## src/hdl/tshm_pkg.sv

```systemverilog
// Package for the TDMA host slot manager.
// Holds the event, packet and action codes, register indexes and shared structs.
// No dependencies; every other file imports it.
package tshm_pkg;

    localparam int CFG_IDX_W  = 3;
    localparam int CFG_DATA_W = 19;

    typedef enum logic [1:0] {
        REQ_PACKET = 2'd0,
        REQ_SYNC   = 2'd1,
        REQ_START  = 2'd2,
        REQ_TICK   = 2'd3
    } req_t;

    localparam logic [1:0] PKT_DATA = 2'd0;
    localparam logic [1:0] PKT_JOIN = 2'd1;

    typedef enum logic [2:0] {
        ACT_NONE    = 3'd0,
        ACT_STORED  = 3'd1,
        ACT_REMOVED = 3'd2,
        ACT_JOIN    = 3'd3,
        ACT_SYNC    = 3'd4,
        ACT_LISTEN  = 3'd5,
        ACT_FULL    = 3'd6
    } action_t;

    localparam logic [CFG_IDX_W-1:0] CFG_SLOT_UNIT     = 3'd0;
    localparam logic [CFG_IDX_W-1:0] CFG_LISTEN_WINDOW = 3'd1;
    localparam logic [CFG_IDX_W-1:0] CFG_TX_POWER      = 3'd2;
    localparam logic [CFG_IDX_W-1:0] CFG_TURN_OFF      = 3'd3;
    localparam logic [CFG_IDX_W-1:0] CFG_FIRST_SLOT    = 3'd4;
    localparam logic [CFG_IDX_W-1:0] CFG_ADVERT_SLOT   = 3'd5;

    typedef struct packed {
        logic [15:0] slot_unit;
        logic [18:0] listen_window;
        logic [7:0]  tx_power;
        logic [7:0]  turn_off;
        logic [3:0]  first_slot;
        logic [7:0]  advert_slot;
    } cfg_t;

    typedef struct packed {
        req_t       req_type;
        logic       crc_ok;
        logic [1:0] packet_kind;
        logic [3:0] slot_id;
        logic       disconnect;
    } item_t;

    typedef struct packed {
        action_t     action;
        logic [3:0]  slot;
        logic [20:0] slot_offset;
        logic [18:0] window;
        logic [3:0]  approval_bits;
        logic [7:0]  power_code;
        logic [7:0]  shutdown_code;
        logic [3:0]  connected_count;
        logic [7:0]  listen_channel;
    } res_t;

endpackage

```

## src/hdl/tshm_engine.sv

```systemverilog
// Slot bookkeeping and event decode of the TDMA host slot manager.
// Holds the connected map, sensor count, approval map and slot sequencer.
// Depends on tshm_pkg.
module tshm_engine import tshm_pkg::*;
#(
    parameter int NUM_SLOTS = 4
)
(
    input  logic clk,
    input  logic rst_n,
    input  logic fire,
    input  item_t item,
    input  cfg_t  regs,
    output res_t  res
);

    logic [NUM_SLOTS-1:0] connected_map_reg, connected_map_next;
    logic [NUM_SLOTS-1:0] approval_map_reg, approval_map_next;
    logic [3:0]           sensor_count_reg, sensor_count_next;
    logic [7:0]           current_slot_reg, current_slot_next;

    logic [15:0]          conn16;
    logic [15:0]          appr16;
    logic [15:0]          sid_hot;
    logic                 sid_ok;
    logic                 free_found;
    logic [3:0]           free_idx;
    logic [15:0]          free_hot;
    logic [20:0]          join_offset;
    logic [7:0]           tick_slot;
    logic                 tick_used;

    assign conn16  = 16'(connected_map_reg);
    assign appr16  = 16'(approval_map_reg);
    assign sid_hot = 16'd1 << item.slot_id;
    assign sid_ok  = {1'b0, item.slot_id} < 5'(NUM_SLOTS);

    // Lowest free slot.
    always_comb
    begin
        free_found = 1'b0;
        free_idx   = 4'd0;
        for (int s = NUM_SLOTS - 1; s >= 0; s--)
        begin
            if (!connected_map_reg[s])
            begin
                free_found = 1'b1;
                free_idx   = 4'(s);
            end
        end
    end

    assign free_hot    = 16'd1 << free_idx;
    assign join_offset = 21'(regs.slot_unit) * 21'({free_idx, 1'b1});

    // Slots past the table read as empty through the zero-padded map.
    assign tick_slot = (item.req_type == REQ_START) ? 8'(regs.first_slot) : current_slot_reg;
    assign tick_used = (tick_slot[7:4] == 4'd0) && conn16[tick_slot[3:0]];

    always_comb
    begin
        connected_map_next = connected_map_reg;
        approval_map_next  = approval_map_reg;
        sensor_count_next  = sensor_count_reg;
        current_slot_next  = current_slot_reg;
        res                = '0;
        res.action         = ACT_NONE;

        unique case (item.req_type)
            REQ_PACKET:
            begin
                if (item.crc_ok && item.packet_kind == PKT_DATA && sid_ok)
                begin
                    res.slot = item.slot_id;
                    if (item.disconnect)
                    begin
                        if (conn16[item.slot_id])
                        begin
                            connected_map_next = connected_map_reg & ~sid_hot[NUM_SLOTS-1:0];
                            sensor_count_next  = sensor_count_reg - 4'd1;
                        end
                        approval_map_next = approval_map_reg | sid_hot[NUM_SLOTS-1:0];
                        res.action        = ACT_REMOVED;
                    end
                    else
                    begin
                        res.action = ACT_STORED;
                    end
                end
                else if (item.crc_ok && item.packet_kind == PKT_JOIN)
                begin
                    if (free_found)
                    begin
                        connected_map_next = connected_map_reg | free_hot[NUM_SLOTS-1:0];
                        sensor_count_next  = sensor_count_reg + 4'd1;
                        res.action         = ACT_JOIN;
                        res.slot           = free_idx;
                        res.slot_offset    = join_offset;
                        res.window         = regs.listen_window;
                    end
                    else
                    begin
                        res.action = ACT_FULL;
                    end
                end
            end
            REQ_SYNC:
            begin
                res.action        = ACT_SYNC;
                res.approval_bits = appr16[3:0];
                res.power_code    = regs.tx_power;
                res.shutdown_code = regs.turn_off;
                approval_map_next = '0;
            end
            REQ_START, REQ_TICK:
            begin
                if (tick_used)
                begin
                    res.action         = ACT_LISTEN;
                    res.listen_channel = tick_slot;
                end
                else if (tick_slot != regs.advert_slot)
                begin
                    res.action         = ACT_LISTEN;
                    res.listen_channel = regs.advert_slot;
                end
                current_slot_next = tick_slot + 8'd1;
            end
            default:
            begin
                res.action = ACT_NONE;
            end
        endcase

        res.connected_count = sensor_count_next;
    end

    always_ff @(posedge clk or negedge rst_n)
    begin
        if (!rst_n)
        begin
            connected_map_reg <= '0;
            approval_map_reg  <= '0;
            sensor_count_reg  <= 4'd0;
            current_slot_reg  <= 8'd0;
        end
        else if (fire)
        begin
            connected_map_reg <= connected_map_next;
            approval_map_reg  <= approval_map_next;
            sensor_count_reg  <= sensor_count_next;
            current_slot_reg  <= current_slot_next;
        end
    end

    // The count must always track the number of occupied slots.
    a_count_matches_map: assert property (@(posedge clk) disable iff (!rst_n)
        sensor_count_reg == 4'($countones(connected_map_reg)))
        else $error("sensor count out of step with connected map");

    a_sync_clears_approvals: assert property (@(posedge clk) disable iff (!rst_n)
        fire && item.req_type == REQ_SYNC |=> approval_map_reg == '0)
        else $error("approvals not cleared after sync");

    a_join_adds_one: assert property (@(posedge clk) disable iff (!rst_n)
        fire && item.req_type == REQ_PACKET && item.crc_ok && item.packet_kind == PKT_JOIN
        && !(&connected_map_reg)
        |=> sensor_count_reg == $past(sensor_count_reg) + 4'd1
            && $countones(connected_map_reg) == $countones($past(connected_map_reg)) + 1)
        else $error("join did not claim exactly one slot");

endmodule

```

## config.mk

```make
export PLATFORM = sky130hd
export DESIGN_NAME = tshm_engine
export DESIGN_NICKNAME = d
export VERILOG_FILES = /design/src/hdl/tshm_pkg.sv /design/src/hdl/tshm_engine.sv
export SDC_FILE = /design/constraint.sdc
export NUM_CORES = 1
export LEC_CHECK = 0
export BUFFER_PORTS_ARGS = -buffer_cell sky130_fd_sc_hd__buf_4
export CAP_MARGIN = 5
export CORE_MARGIN = 2
export CORE_UTILIZATION = 53
export CTS_BUF_LIST = sky130_fd_sc_hd__clkbuf_8
export DETAILED_ROUTE_END_ITERATION = 7
export PLACE_DENSITY = 0.95
export SLEW_MARGIN = 10
export SYNTH_ARGS = -nofsm -noshare
export SYNTH_HDL_FRONTEND = slang
export SYNTH_SLANG_ARGS = --single-unit
```

## constraint.sdc

```tcl
create_clock -name clk -period 7.4 [get_ports clk]
set_input_delay 0.37 -clock clk [delete_from_list [all_inputs] [get_ports clk]]
set_output_delay 0.37 -clock clk [all_outputs]
set_load 0.02 [all_outputs]
```

* After elaboration in Yosys (flattened, before gate mapping)
Cells that the tools add are included.
** Storage, ports and cells
- Flip-flop bits (word level) :: 20
- Bits of input ports :: 76
- Logic and storage cells :: 81
** Cells by class
- Add/subtract/negate cells :: 3
- Multipliers :: 1
- Order comparisons :: 3
- Equality and inequality tests :: 9
- Shift-type cells :: 2
- Mux-type cells :: 41
- Bitwise operators :: 4
- Reduce and logical (&&, ||, !) cells :: 14
** Operators with widths (count)
- $mux 44 :: 2
- $mux 4 :: 16
- $mux 47 :: 1
- $mux 40 :: 1
- $mux 8 :: 4
- $mul 16x5->21 :: 1
- $mux 20 :: 1
- $lt 4x5->1 const B :: 2
- $mux 3 :: 3
- $pmux 3 s3 :: 1
- $add 8x1->8 const B :: 1
- $bmux 1 s4 :: 2
- $ne 8x8->1 :: 1
- $or 4x4->4 :: 2
- $pmux 4 s2 :: 1
- $shl 1x4->4 const A :: 2
- $mux 7 :: 1
- $mux 1 :: 6
- $ne 2x2->1 const B :: 3
- $reduce_and 6->1 :: 1
- $reduce_bool 2->1 :: 3
- $add 4x1->4 const B :: 1
- $and 4x4->4 :: 1
- $eq 2x1->1 const B :: 2
- other kinds (12) :: 18

* Longest topological paths before layout
Gate-level depths: netlist of the first run.
- Depth in word-level cells :: 9
- Depth in mapped cells :: 15
- Gate-level depth less buffers :: 14

* Least setup slack after synthesis of the first run
OpenSTA, ideal clock, no wires.
- Path type :: register to output
- Start point :: register connected_map_reg[1]
- End point :: output res[65] (netlist bit)
- Arrival :: 3598 ps
- Slack :: 3432 ps
- Cell stages (with the launch flop) :: 15
- Path buffers :: 2
- Cell sequence :: dfrtp_1 -> clkbuf_1 -> nand2_1 -> a21oi_1 -> clkbuf_1 -> nand2_1 -> fa_1 -> inv_1 -> ha_1 -> a211oi_1 -> inv_1 -> o311ai_2 -> a21oi_1 -> o21a_1 -> nor3_1
** RTL lines
- from (decl) :: RTL line tshm_engine.sv:17 : logic [NUM_SLOTS-1:0] connected_map_reg, connected_map_next;
- from (signal assigned) :: RTL line tshm_engine.sv:149 : connected_map_reg <= connected_map_next;
- to (decl) :: RTL line tshm_engine.sv:14 : output res_t res

==> results of run 1 <==
[path summary, 6_finish.rpt]
check | slack [ns] | endpoint | from
worst max-delay path | 2.83 | res[67] | connected_map_reg[3]
worst min-delay path | 0.36 | approval_map_reg[3] | fire
worst max register to register | 5.46 | connected_map_reg[1] | connected_map_reg[1]
worst min register to register | 0.51 | sensor_count_reg[3] | sensor_count_reg[3]
max in group asynchronous | 6.63 | approval_map_reg[0] | rst_n
min in group asynchronous | 0.55 | current_slot_reg[3] | rst_n
[synth_stat cells, drive strengths merged, types with 5 or more instances]
cell type and number:
a21oi 29, a31oi 12, nor3 16, nand2b 6, clkbuf 13, o21a 5
nand2 56, nor2 39, ha 21, buf 8, inv 55, fa 15
mux2i 7, a211oi 7, xor2 12, xnor2 9, and2 55, a21o 5
nand3 15, o21ai 18, dfrtp 20
[routing by layer]
layer	wire length (µm)	vias up	global-route usage
met5	0	-	0
met4	249	0	0.0909
met3	1070	30	0.0511
met2	4990	273	0.492
met1	4040	1817	0.350
li1	-	1869	-
[cell families after synthesis]
logic type,after synthesis
AND/OR/NAND/NOR,208
AO/OA/AOI/OAI,102
buffers and inverters,76
adder cells (fa/ha/maj),36
XOR/XNOR,21
flip-flops,20
multiplexers,10
other,1
[timing repair]
action / CTS / global route
hold endpoints to repair: 20 / 0
buffers inserted: 0 / 0
resized for setup: 0 / 0
hold buffers: 1 / 0
[cell usage in the layout, fill, tap and decap left out, types with 3 or more instances in the layout]
cell type,instances
dfrtp_1,20
nor2_1,39
ha_1,21
nand3_1,15
nand4_1,3
inv_1,54
mux2i_1,6
xnor2_1,9
o21ai_0,16
fa_1,15
nor3_1,16
a21oi_1,26
a21o_1,5
buf_4,151
a31oi_1,12
clkbuf_8,4
conb_1,4
nand2b_1,6
o31ai_1,3
a211oi_1,7
nor2b_1,4
o21a_1,5
xor2_1,12
a21oi_2,3
and2_1,55
nand2_1,56
[power by group]
part	total [mW]	leakage, nW	switching (mW)	internal (mW)
registers	0.158	0.250	0.0306	0.128
logic	0.578	2.16	0.331	0.247
clock network	0.0860	0.0288	0.0385	0.0475
total	0.823	2.44	0.400	0.422
[worst register-to-register path, delay by kind of cell, from the launching register on]
family	cells	cell delay, ns
muxes	1	0.32
AOI/OAI and AO/OA	2	0.51
DFF	1	0.50
and+or+nand+nor	3	0.46
[final cells by class]
class | count | area (µm²) | share of cell area
Timing Repair Buffer | 152 | 1140 | 0.247
Tap cell | 77 | 96.3 | 0.0208
Multi-Input combinational cell | 381 | 2630 | 0.568
Clock buffer | 4 | 55.1 | 0.0119
Inverter | 55 | 206 | 0.0445
Sequential cell | 20 | 500 | 0.108
[stage by stage]
stage	instance area (µm²)	total power, mW
finish	4640	0.823
global route	4640	0.895
CTS	4630	0.813
detailed placement	4570	0.725
global placement	4570	0.701
floorplan	3440	0.563
==> impl_metrics.py, run 1 <==
metrics = {
    "global_routing": {
        "grt_max_degree": 26,
        "grt_pass1_wl_um": 16800,
        "grt_remaining_overflow": 0,
        "grt_pass1_vias": 3793,
        "grt_use_total": 0.281,
        "antenna_found_initial": 0,
    },
    "sta": {
        "rsz0062_at_grt": "false",
        "min_period_ns": 4.57,
        "fin_ws_ns": 2.83,
        "tns_ns": 0,
        "slew_headroom": 0.250,
        "slew_viol_final": 0,
        "max_freq_mhz": 219,
        "tightest_slew_ns": 1.12,
        "fin_skew_ns": 0.00269,
        "hold_ws_ns": 0.357,
        "hold_viol_final": 0,
        "setup_viol": 0,
        "period_share": 0.617,
    },
    "cells_and_area": {
        "syn2layout_area_growth_pct": 35.1,
        "drive_gt1_frac": 0.278,
        "antenna_cells": 0,
        "fin_util": 0.734,
        "num-nets-final": 725,
        "largest_reg_flops": 8,
        "stdcell_count": 689,
        "fillCellCount": 496,
    },
    "synthesis": {
        "yosysWarnings": 0,
        "synth-edff-count": 0,
        "synthArstFlopShare": 1.00,
        "ys_ff_latch": 20,
        "synthMuxAreaShare": 0.0383,
        "synth_fa_ha_area_frac": 0.164,
        "synthXorXnorAreaFrac": 0.0536,
        "ys_types": 59,
        "synthSimpleGateAreaFrac": 0.307,
        "synth_top_area_share": 0.146,
        "syn_avg_cell_area_um2": 7.24,
        "synth_top_family_by_area": "simple AND/OR/NAND/NOR gates",
        "synth_flop_cell": "dfrtp_1",
        "synth_area_leaders": "dfrtp_1, and2_1, fa_1",
        "syn_inst": 474,
        "syn_area_mm2": 0.00343,
        "yosys.area.top_type": "dfrtp_1",
        "synth-seq-area-share": 0.146,
        "synth_compound_area_frac": 0.199,
    },
    "hold_path": {
        "worstHoldPathType": "input pin to register",
        "holdPathStages": 2,
    },
    "route": {
        "drtAntennaViolNets": 0,
        "vias": 3989,
        "viasPerCell": 5.79,
        "post-route-drc-count": 0,
        "wirelength_um": 10300,
        "drtIter0Drc": 252,
        "routedWlPerCell_um": 15.0,
        "detail_route.first_pass.iterations": 6,
    },
    "placed_design": {
        "io_buffers": 150,
        "gp_congestion": 0.962,
        "dp.cells": 684,
        "dp_slack_ns": 2.73,
        "hpwl_um": 8370,
    },
    "floorplan": {
        "die_y_um": 84.5,
        "io_pins": 155,
        "die_area_mm2": 0.00713,
        "die_w_um": 84.5,
        "start_util": 0.543,
        "core_mm2": 0.00631,
        "row_count": 29,
    },
    "setup_path": {
        "worstPathCellList": "nand2b_1 -> a21oi_2 -> nand2_1 -> fa_1 -> inv_1 -> ha_1 -> inv_1 -> fa_1 -> nor2b_1 -> o31a_1 -> o311ai_2 -> nand3_1 -> a211o_1 -> and3_1 -> buf_4",
        "crit_path_end_kind": "primary output",
        "r2r_cells": 6,
        "worstPathBufferInverterCount": 3,
        "critPathMaxFanout": 17,
        "cp.depth": 15,
        "cpPeakStageDelay_ns": 0.61,
        "crit_family": "compound AO/OA/AOI/OAI gates",
        "critical_path_required_ns": 7.03,
        "critPathLaunchType": "register",
        "cpMaxStageDelayCell": "a21oi_2",
        "worst-setup-path-type": "register to primary output",
        "cp.arrival_ns": 4.20,
    },
    "status": {
        "status": "finished clean",
    },
    "clocking": {
        "cts_tree": "done",
        "clk_path_buf_depth": 2,
        "clkLatencyLatePin_ns": 0.27,
        "clkTransAtPathRegs_ns": 0.07,
        "cts_root_buf": "clkbuf_8",
        "htreeDepth": 1,
        "cts_buffers": 3,
        "clock-sinks": 20,
    },
    "run": {
        "maxCapViolCount": 0,
    },
    "pwr": {
        "power.density_mw_per_mm2": 177,
        "peakVddDrop_v": 0.000109,
        "p_leak_nw": 2.44,
    },
}
Power figures use the tool's default switching activity.
==> run 2, diff against run 1 <==
--- a/config.mk
+++ b/config.mk
@@ -5,13 +5,14 @@
 export SDC_FILE = /design/constraint.sdc
 export NUM_CORES = 1
 export LEC_CHECK = 0
+export ABC_AREA = 1
 export BUFFER_PORTS_ARGS = -buffer_cell sky130_fd_sc_hd__buf_4
 export CAP_MARGIN = 5
 export CORE_MARGIN = 2
-export CORE_UTILIZATION = 53
+export CORE_UTILIZATION = 51
 export CTS_BUF_LIST = sky130_fd_sc_hd__clkbuf_8
 export DETAILED_ROUTE_END_ITERATION = 7
-export PLACE_DENSITY = 0.95
+export PLACE_DENSITY = 0.9
 export SLEW_MARGIN = 10
 export SYNTH_ARGS = -nofsm -noshare
 export SYNTH_HDL_FRONTEND = slang
==> constraint.sdc (replaced) <==
create_clock -name clk -period 4.31 [get_ports clk]
set_input_delay 0.2155 -clock clk [delete_from_list [all_inputs] [get_ports clk]]
set_output_delay 0.2155 -clock clk [all_outputs]
set_load 0.02 [all_outputs]
==> impl_metrics.py, run 2 <==
metrics = {
    "clocking": {
        "cts_tree": "done",
        "cts_buffers": 3,
        "cts_root_buf": "clkbuf_8",
        "clock-sinks": 20,
        "htreeDepth": 1,
        "ctsResizeCount": 0,
        "clk_path_buf_depth": 2,
        "clkTransAtPathRegs_ns": 0.08,
        "post-cts-setup-buffer-count": 0,
        "clkLatencyLatePin_ns": 0.27,
    },
    "global_routing": {
        "grt_use_total": 0.273,
        "grt_pass1_vias": 4129,
        "grt_pass1_wl_um": 17600,
        "antenna_found_initial": 0,
        "grt_remaining_overflow": 0,
        "grt_max_degree": 30,
    },
    "sta": {
        "rsz0062_at_grt": "false",
        "tns_ns": 0,
        "min_period_ns": 3.90,
        "fin_ws_ns": 0.411,
        "hold_viol_final": 0,
        "slew_headroom": 0.283,
        "period_share": 0.905,
        "hold_ws_ns": 0.240,
        "fin_skew_ns": 0.00344,
        "slew_viol_final": 0,
        "max_freq_mhz": 256,
        "tightest_slew_ns": 1.07,
        "setup_viol": 0,
    },
    "cells_and_area": {
        "drive_gt1_frac": 0.236,
        "largest_reg_flops": 8,
        "syn2layout_area_growth_pct": 34.1,
        "final_cell_mix": "nand2_1, buf_4, inv_1",
        "fin_util": 0.718,
        "mostFrequentLayoutCell": "nand2_1",
        "num-nets-final": 902,
        "antenna_cells": 0,
    },
    "route": {
        "wirelength_um": 11100,
        "drtIter0Drc": 254,
        "vias": 4492,
        "drtAntennaViolNets": 0,
        "routedWlPerCell_um": 12.6,
        "detail_route.first_pass.iterations": 4,
        "viasPerCell": 5.08,
        "post-route-drc-count": 0,
    },
    "pwr": {
        "peakVddDrop_v": 0.000221,
        "p_leak_nw": 2.96,
        "power.density_mw_per_mm2": 320,
    },
    "placed_design": {
        "io_buffers": 150,
        "dp_slack_ns": 0.746,
        "hpwl_um": 9240,
        "gp_congestion": 0.898,
    },
    "synthesis": {
        "yosys.area.top_type": "nand2_1",
        "syn_avg_cell_area_um2": 5.70,
        "ys_types": 41,
        "synth-seq-area-share": 0.136,
        "syn_inst": 645,
        "syn_area_mm2": 0.00368,
        "synth_area_leaders": "nand2_1, dfrtp_1, inv_1",
        "synthArstFlopShare": 1.00,
        "synth_top_area_share": 0.172,
        "ys_ff_latch": 20,
        "yosys-top-cells-count": "nand2_1, inv_1, nor2_1",
        "synth.most_common_cell": "nand2_1",
        "synth_flop_cell": "dfrtp_1",
        "yosysWarnings": 0,
        "synth-edff-count": 0,
    },
    "setup_path": {
        "critPathMaxFanout": 14,
        "worst-setup-path-type": "register to primary output",
        "crit_path_end_kind": "primary output",
        "critPathLaunchType": "register",
        "critical_path_required_ns": 4.09,
        "cp.arrival_ns": 3.68,
    },
    "floorplan": {
        "row_count": 30,
        "core_mm2": 0.00687,
        "start_util": 0.536,
        "io_pins": 155,
        "die_area_mm2": 0.00791,
        "die_w_um": 88.9,
        "die_y_um": 88.9,
    },
    "run": {
        "maxCapViolCount": 0,
    },
    "status": {
        "status": "finished clean",
    },
    "hold_path": {
        "worstHoldPathType": "input pin to register",
    },
}
run 2: cell count changes after synthesis, moves of 7 or more:
cell      before  now
a31oi_1       12    0
nand2_1       56  169
nor2_1        39   95
xnor2_1        9    0
o21ai_0       16   25
a211oi_1       7    0
and2_1        55    2
nand3_1       15   42
xor2_1        12    5
nand2_2        0   10
inv_1         54  132
nor3_1        16    6
run 2: where the power goes:
part	total [mW]	switching, mW	internal [mW]	leakage, nW
registers	0.254	0.0322	0.222	0.243
logic	1.13	0.731	0.401	2.68
clock network	0.193	0.0693	0.124	0.0357
run 2: per-layer routing:
layer,part of all wire,GRT usage,vias to the layer above
met5,0,0,-
met4,0.0095,0.0488,0
met3,0.074,0.0406,12
met2,0.50,0.493,190
met1,0.41,0.350,2034
li1,-,-,2256
run 2: critical path, stage by stage, from the launching register on:
cell,delay [ns]
dfrtp_1,0.44
nand2_1,0.12
inv_1,0.06
nand2_1,0.10
inv_1,0.33
nand2_1,0.14
fa_1,0.47
inv_1,0.07
ha_1,0.20
inv_1,0.07
fa_1,0.35
inv_1,0.14
nand3_1,0.08
nand2_1,0.10
nand2_1,0.06
nand2_1,0.11
nand3_1,0.08
nand2_1,0.12
a21oi_1,0.08
nor2_1,0.10
buf_4,0.17
run 2: kinds of logic (layout without fill, tap and decap cells):
kind of cell	Yosys count	after routing	synth area share
flops	20	20	0.136
simple gates	349	349	0.412
compound gates	80	80	0.120
other cells	1	4	0.00102
buf+inv	154	295	0.166
xor+xnor	5	5	0.0119
fa+ha+maj	36	36	0.153
run 2: final timing paths:
path / start / to / slack, ns / cells after the start
max: connected_map_reg[0] / res[69] / 0.41 / 20
min: fire / approval_map_reg[3] / 0.24 / 2
max reg2reg: connected_map_reg[0] / sensor_count_reg[2] / 2.00 / 10
min reg2reg: current_slot_reg[2] / current_slot_reg[2] / 0.50 / 2
max in group asynchronous: rst_n / sensor_count_reg[3] / 3.71 / 2
min in group asynchronous: rst_n / current_slot_reg[7] / 0.38 / 2
run 2: cell type report:
cell class | count | area, µm²
sequential | 20 | 500
inverter | 139 | 522
clock inverter | 1 | 30.0
timing repair buffer | 152 | 1140
fill | 607 | 1930
tap | 96 | 120
multi-input combinational | 474 | 2580
clock buffer | 3 | 41.3
run 2: timing repair:
| item | CTS | global route |
|---|---|---|
| hold buffers | 1 | 0 |
| setup endpoints to repair | 0 | 0 |
| endpoints found under the hold margin | 20 | 0 |
run 2: stage by stage:
step,cells,cell area [µm²],power (mW)
2_1_floorplan,648,3690,1.06
3_3_place_gp,880,4850,1.36
3_5_place_dp,880,4850,1.38
4_1_cts,885,4930,1.58
5_1_grt,885,4930,1.75
6_report,885,4930,1.58
